## src/rtl/bira_pkg.sv

```systemverilog
// Shared types, constants and reset values of the beat interval rate averager.
package bira_pkg;

  localparam int unsigned RATE_SLOTS_DEFAULT = 8;

  // Width of the shared divider, sized for the per-minute dividend and a 16 bit interval
  localparam int unsigned DIV_W = 16;
  localparam logic [DIV_W-1:0] MINUTE_MS = 16'd60000;
  localparam logic [7:0] RATE_MAX = 8'd255;

  localparam int unsigned CFG_W     = 18;
  localparam int unsigned CFG_IDX_W = 2;

  localparam logic [CFG_IDX_W-1:0] CFG_PRESENCE_THRESHOLD  = 2'd0;
  localparam logic [CFG_IDX_W-1:0] CFG_REFRACTORY_MS       = 2'd1;
  localparam logic [CFG_IDX_W-1:0] CFG_FASTEST_INTERVAL_MS = 2'd2;
  localparam logic [CFG_IDX_W-1:0] CFG_SLOWEST_INTERVAL_MS = 2'd3;

  localparam logic [17:0] PRESENCE_THRESHOLD_RST  = 18'd50000;
  localparam logic [15:0] REFRACTORY_MS_RST       = 16'd500;
  localparam logic [15:0] FASTEST_INTERVAL_MS_RST = 16'd500;
  localparam logic [15:0] SLOWEST_INTERVAL_MS_RST = 16'd1500;

  typedef struct packed {
    logic [17:0] ir_level;
    logic        beat_seen;
    logic [31:0] now_ms;
  } sample_t;

  typedef struct packed {
    logic       beat_counted;
    logic       rate_stored;
    logic [7:0] beat_rate;
    logic       average_valid;
    logic [7:0] average_rate;
  } result_t;

  typedef struct packed {
    logic             start;
    logic [DIV_W-1:0] dividend;
    logic [DIV_W-1:0] divisor;
  } div_req_t;

  typedef struct packed {
    logic             busy;
    logic             done;
    logic [DIV_W-1:0] quotient;
  } div_rsp_t;

endpackage

```

## src/rtl/bira_ram.sv

```systemverilog
// Generic single-port-write, registered-read RAM.
module bira_ram #(
  parameter int unsigned WIDTH = 8,
  parameter int unsigned DEPTH = 8,
  localparam int unsigned AW = (DEPTH > 1) ? $clog2(DEPTH) : 1
) (
  input  logic             clk,
  input  logic             we,
  input  logic [AW-1:0]    waddr,
  input  logic [WIDTH-1:0] wdata,
  input  logic             re,
  input  logic [AW-1:0]    raddr,
  output logic [WIDTH-1:0] rdata
);

  logic [WIDTH-1:0] mem [DEPTH];

  always_ff @(posedge clk) begin
    if (we) begin
      mem[waddr] <= wdata;
    end
    if (re) begin
      rdata <= mem[raddr];
    end
  end

endmodule

```

## src/rtl/bira_div.sv

```systemverilog
// Iterative restoring divider, one quotient bit per cycle.
module bira_div (
  input  logic               clk,
  input  logic               rst,
  input  bira_pkg::div_req_t req,
  output bira_pkg::div_rsp_t rsp
);

  localparam int unsigned W  = bira_pkg::DIV_W;
  localparam int unsigned CW = $clog2(W + 1);

  logic [W-1:0]  rem;
  logic [W-1:0]  quo;
  logic [W-1:0]  dvs;
  logic [CW-1:0] cnt;
  logic          busy;
  logic          done;
  logic [W:0]    trial;
  logic          fits;

  assign trial = {rem, quo[W-1]};
  assign fits  = (trial >= {1'b0, dvs});

  always_ff @(posedge clk) begin
    if (rst) begin
      busy <= 1'b0;
      done <= 1'b0;
      cnt  <= '0;
    end else begin
      done <= 1'b0;
      if (req.start) begin
        rem  <= '0;
        quo  <= req.dividend;
        dvs  <= req.divisor;
        cnt  <= CW'(W);
        busy <= 1'b1;
      end else if (busy) begin
        // shift in the next dividend bit, subtract when it fits
        if (fits) begin
          rem <= W'(trial - {1'b0, dvs});
        end else begin
          rem <= trial[W-1:0];
        end
        quo <= {quo[W-2:0], fits};
        cnt <= cnt - CW'(1);
        if (cnt == CW'(1)) begin
          busy <= 1'b0;
          done <= 1'b1;
        end
      end
    end
  end

  assign rsp.busy     = busy;
  assign rsp.done     = done;
  assign rsp.quotient = quo;

endmodule

```

## src/rtl/beat_interval_rate_averager.sv

```systemverilog
// Top level: beat gating, rate ring and running average around one shared divider.
//
//   channel   direction  handshake                  payload
//   sample    in         sample_valid/sample_stall  bira_pkg::sample_t
//   result    out        result_valid/result_stall  bira_pkg::result_t
//   config    in         cfg_write                  cfg_index, cfg_data
//
// A sample that stores no rate passes through EVAL and FIN; one that stores a rate also passes
// through RATE_WAIT, UPDATE and AVG_WAIT, with two passes through the 16 step divider (rate, average).
// The ring average uses a running sum, so the cost does not grow with RATE_SLOTS.
// rst is synchronous: control state, config registers, last beat time, sum, count, average and ring position clear.
// A result waits in its own register; the next sample may be taken while it is stalled.
module beat_interval_rate_averager #(
  parameter int unsigned RATE_SLOTS = bira_pkg::RATE_SLOTS_DEFAULT
) (
  input  logic                               clk,
  input  logic                               rst,
  input  logic                               sample_valid,
  output logic                               sample_stall,
  input  bira_pkg::sample_t                  sample,
  output logic                               result_valid,
  input  logic                               result_stall,
  output bira_pkg::result_t                  result,
  input  logic                               cfg_write,
  input  logic [bira_pkg::CFG_IDX_W-1:0]     cfg_index,
  input  logic [bira_pkg::CFG_W-1:0]         cfg_data
);

  localparam int unsigned POS_W = (RATE_SLOTS > 1) ? $clog2(RATE_SLOTS) : 1;
  localparam int unsigned CNT_W = $clog2(RATE_SLOTS + 1);
  localparam int unsigned SUM_W = $clog2(RATE_SLOTS * 255 + 1);
  localparam int unsigned DW    = bira_pkg::DIV_W;

  typedef enum logic [2:0] {
    IDLE, EVAL, RATE_WAIT, UPDATE, AVG_WAIT, FIN
  } state_t;

  state_t state;

  logic [17:0] presence_threshold;
  logic [15:0] refractory_ms;
  logic [15:0] fastest_interval_ms;
  logic [15:0] slowest_interval_ms;

  bira_pkg::sample_t smp;
  logic [31:0]       last_beat_time;
  logic [POS_W-1:0]  ring_position;
  logic [CNT_W-1:0]  filled_count;
  logic [SUM_W-1:0]  ring_sum;
  logic [7:0]        running_average;
  logic              counted;
  logic              stored;
  logic [7:0]        rate;

  bira_pkg::div_req_t div_req;
  bira_pkg::div_rsp_t div_rsp;
  logic [7:0]         old_rate;

  logic [31:0]      interval;
  logic             count_ok;
  logic             store_ok;
  logic             ring_full;
  logic [SUM_W:0]   sum_wide;
  logic [SUM_W-1:0] sum_next;
  logic [CNT_W-1:0] count_next;
  logic             result_free;

  // config registers
  always_ff @(posedge clk) begin
    if (rst) begin
      presence_threshold  <= bira_pkg::PRESENCE_THRESHOLD_RST;
      refractory_ms       <= bira_pkg::REFRACTORY_MS_RST;
      fastest_interval_ms <= bira_pkg::FASTEST_INTERVAL_MS_RST;
      slowest_interval_ms <= bira_pkg::SLOWEST_INTERVAL_MS_RST;
    end else if (cfg_write) begin
      unique case (cfg_index)
        bira_pkg::CFG_PRESENCE_THRESHOLD:  presence_threshold  <= cfg_data;
        bira_pkg::CFG_REFRACTORY_MS:       refractory_ms       <= cfg_data[15:0];
        bira_pkg::CFG_FASTEST_INTERVAL_MS: fastest_interval_ms <= cfg_data[15:0];
        bira_pkg::CFG_SLOWEST_INTERVAL_MS: slowest_interval_ms <= cfg_data[15:0];
        default: ;
      endcase
    end
  end

  assign interval = smp.now_ms - last_beat_time;
  assign count_ok = smp.beat_seen && (smp.ir_level > presence_threshold) &&
                    !interval[31] && (interval >= {16'b0, refractory_ms});
  assign store_ok = (interval >= {16'b0, fastest_interval_ms}) &&
                    (interval <= {16'b0, slowest_interval_ms});

  assign ring_full  = (filled_count == CNT_W'(RATE_SLOTS));
  assign sum_wide   = {1'b0, ring_sum} + (SUM_W + 1)'(rate) -
                      (ring_full ? (SUM_W + 1)'(old_rate) : '0);
  assign sum_next   = sum_wide[SUM_W-1:0];
  assign count_next = ring_full ? filled_count : filled_count + CNT_W'(1);

  assign result_free  = !result_valid || !result_stall;
  assign sample_stall = (state != IDLE);

  always_ff @(posedge clk) begin
    if (rst) begin
      state           <= IDLE;
      last_beat_time  <= '0;
      ring_position   <= '0;
      filled_count    <= '0;
      ring_sum        <= '0;
      running_average <= '0;
      div_req.start   <= 1'b0;
      result_valid    <= 1'b0;
    end else begin
      div_req.start <= 1'b0;
      if (result_valid && !result_stall) begin
        result_valid <= 1'b0;
      end
      unique case (state)
        IDLE: begin
          if (sample_valid) begin
            smp   <= sample;
            state <= EVAL;
          end
        end
        EVAL: begin
          counted <= count_ok;
          stored  <= count_ok && store_ok;
          rate    <= '0;
          if (count_ok) begin
            last_beat_time <= smp.now_ms;
          end
          if (count_ok && store_ok) begin
            div_req.start    <= 1'b1;
            div_req.dividend <= bira_pkg::MINUTE_MS;
            div_req.divisor  <= interval[DW-1:0];
            state            <= RATE_WAIT;
          end else begin
            state <= FIN;
          end
        end
        RATE_WAIT: begin
          if (div_rsp.done) begin
            // saturate fast rates, a zero interval included
            rate  <= (div_rsp.quotient > DW'(bira_pkg::RATE_MAX)) ?
                     bira_pkg::RATE_MAX : div_rsp.quotient[7:0];
            state <= UPDATE;
          end
        end
        UPDATE: begin
          ring_sum      <= sum_next;
          filled_count  <= count_next;
          ring_position <= (ring_position == POS_W'(RATE_SLOTS - 1)) ?
                           '0 : ring_position + POS_W'(1);
          div_req.start    <= 1'b1;
          div_req.dividend <= DW'(sum_next);
          div_req.divisor  <= DW'(count_next);
          state            <= AVG_WAIT;
        end
        AVG_WAIT: begin
          if (div_rsp.done) begin
            running_average <= div_rsp.quotient[7:0];
            state           <= FIN;
          end
        end
        FIN: begin
          if (result_free) begin
            result_valid         <= 1'b1;
            result.beat_counted  <= counted;
            result.rate_stored   <= stored;
            result.beat_rate     <= rate;
            result.average_valid <= (filled_count != '0);
            result.average_rate  <= running_average;
            state                <= IDLE;
          end
        end
        default: state <= IDLE;
      endcase
    end
  end

  bira_div u_div (
    .clk (clk),
    .rst (rst),
    .req (div_req),
    .rsp (div_rsp)
  );

  // read the slot about to be overwritten during EVAL, write the new rate in UPDATE
  bira_ram #(
    .WIDTH (8),
    .DEPTH (RATE_SLOTS)
  ) u_ring (
    .clk   (clk),
    .we    (state == UPDATE),
    .waddr (ring_position),
    .wdata (rate),
    .re    (state == EVAL),
    .raddr (ring_position),
    .rdata (old_rate)
  );

endmodule

```

## config.mk

```make
export PLATFORM = sky130hd
export DESIGN_NAME = beat_interval_rate_averager
export DESIGN_NICKNAME = d
export VERILOG_FILES = /design/src/rtl/bira_pkg.sv /design/src/rtl/bira_ram.sv /design/src/rtl/bira_div.sv /design/src/rtl/beat_interval_rate_averager.sv
export SDC_FILE = /design/constraint.sdc
export NUM_CORES = 1
export LEC_CHECK = 0
export BUFFER_PORTS_ARGS = -buffer_cell sky130_fd_sc_hd__buf_2
export CORE_MARGIN = 2
export CORE_UTILIZATION = 29
export DETAILED_ROUTE_END_ITERATION = 10
export PLACE_DENSITY = 0.41
export REMOVE_ABC_BUFFERS = 1
export SLEW_MARGIN = 20
export SYNTH_ARGS = -nofsm -noshare
export SYNTH_HDL_FRONTEND = slang
export SYNTH_HIERARCHICAL = 1
export SYNTH_SLANG_ARGS = --single-unit
```

## constraint.sdc

```tcl
create_clock -name clk -period 11.9 [get_ports clk]
set_input_delay 1.785 -clock clk [delete_from_list [all_inputs] [get_ports clk]]
set_output_delay 1.785 -clock clk [all_outputs]
set_load 0.01 [all_outputs]
```

==> metrics <==
wire per inst=17.52 µm; required time worst endpoint=12.14 ns; die height=260.5 µm; Post-Route WL=48800 µm; n_diodes=0; Avg Inst Size Synth=10.64 µm²; Detail Route Antenna Nets=0; Layout area overhead=14.79%; clock skew=0.02094 ns; Yosys warnings=6; row cnt=94; clock slew at reported path FFs=0.06 ns; core outline area=65390 µm²; placed cell area=20490 µm²; slowest cell on the critical path=nor4_2; initial core utilization=0.2917; crit path capture type=flip-flop; vias in the first global route=13260; most common cell after layout, fill and taps aside=edfxtp_1; hold depth=0; GRT overflow=0; final instance area=21900 µm²; worst r2r path cells=17; Final nets=2103; Max Cap Viol=0; leakage=8.287 nW; total power=3.013 mW; Initial DRC Count=726; Crit Path Class=flip-flop to flip-flop; Slew headroom=0.3449; max-slew violation count=0; DP HPWL=35220 µm; Final Instance Count excl. Fillers=2786; Worst Path Arrival=5.72 ns; Fmax=182.3 MHz; dpl cells=2705; width of the die=260.5 µm; initial antenna violation count=2; DIE AREA=67840 µm²; Hold Fails Final Rpt=0; DR DRC count=0; post-CTS setup buffer count=0; Hold Slack=0.4210 ns; maximum clock insertion buffer count=3; largest net degree at the start of global routing=90; layout cells sized above 1=0.1249; post-synthesis cell count=1793; CTS root buf=clkbuf_16; Power Density=137.6 nW/µm²; CTS tree=yes; CP startpoint kind=flip-flop; total CTS buffers=44; H-tree levels=2; CTS Sinks=364; IO Pins=97; Final setup violation count=0; Fill cells=6634; first-pass GRT wire length=76440 µm; gr usage total=0.1446; Tmin final=5.484 ns; via count=13230; slowest stage delay, CP=0.61 ns; Worst Path Max Fanout=23; run status=finished clean; commonest non-fill, non-tap cells in the layout=228 x edfxtp_1, 181 x nand2_1, 178 x inv_1, 140 x a21oi_1, 136 x dfxtp_1; worst-path cell chain=inv_1, ha_1, fa_1, nand2b_1, a21oi_1, o21ba_2, nor2_1, xnor2_1, ha_1, and2_1, a221o_1, a221oi_1, a21oi_1, nor4_2, a21oi_1, nor3_2, buf_4; worst slew pin tran=0.9790 ns; Max IR drop VDD=0.0001026 V; setup TNS=0 ns; post_cts resized=0; port bufs=96; post-cts hold buffer count=0; area occupied by multi-input gates=8526 µm²; unrepaired setup endpoints after global routing=no; worst min path class=flip-flop to flip-flop; final period utilization=0.4609; CP most frequent cell=a21oi_1; RePlAce Congestion=0.8288; Syn Std Cell Area=19070 µm²; Skew-Pair Late Insertion Delay=0.58 ns; Reg area=9569 µm²; drt pass-1 iters=5; via density per instance=4.750
## area by class of cell
type	instances	share of cell area
clock buffer	62	0.05669
clock inverter	19	0.007429
inverter	180	0.03086
multi-input combinational	1180	0.3894
sequential	364	0.4370
tap	864	0.04937
timing repair buffer	117	0.02926
## state kept, by name, summed over array words and instances, names as in the netlist, 11 cells and up
signal / cells
u_div/rem: 16
smp: 51
result: 19
u_div/quo: 16
u_div/dvs: 16
refractory_ms: 16
div_req: 29
u_ring/mem: 64
fastest_interval_ms: 16
last_beat_time: 32
slowest_interval_ms: 16
ring_sum: 11
presence_threshold: 18
## critical path: cells and delay by family, from the launching register on
| family | cells | cell delay (ns) |
|---|---|---|
| AOI/OAI and AO/OA | 6 | 1.54 |
| and+or+nand+nor | 5 | 1.38 |
| adders and majority gates | 3 | 0.94 |
| buffers and inverters | 2 | 0.45 |
| xor gates and xnor gates | 1 | 0.44 |
| DFF | 1 | 0.36 |
## power by group
group	switching [mW]	total, mW	internal [mW]
Sequential	0.0184	1.39	1.37
Combinational	0.195	0.317	0.122
Clock	0.551	1.31	0.757
Total	0.764	3.01	2.25
## routing by layer
metal	wire, µm	global-route usage
met5	0	0
met4	854	0.03429
met3	1702	0.02244
met2	22310	0.2346
met1	23930	0.2021
## per-stage QoR
step	utilization	setup WS [ns]
floorplan	-	5.853
global placement	0.3134	6.533
detailed placement	0.3134	6.363
CTS	0.3348	6.326
global route	0.3348	5.991
finish	0.3348	6.416
## path summary, 6_finish.rpt
kind              start  slack (ns)            to
max reg2reg      smp[0]        6.42   div_req[12]
min reg2reg  div_req[2]        0.42  u_div/dvs[2]
min          div_req[2]        0.42  u_div/dvs[2]
max              smp[0]        6.42   div_req[12]
(Power assumes the default switching activity.)
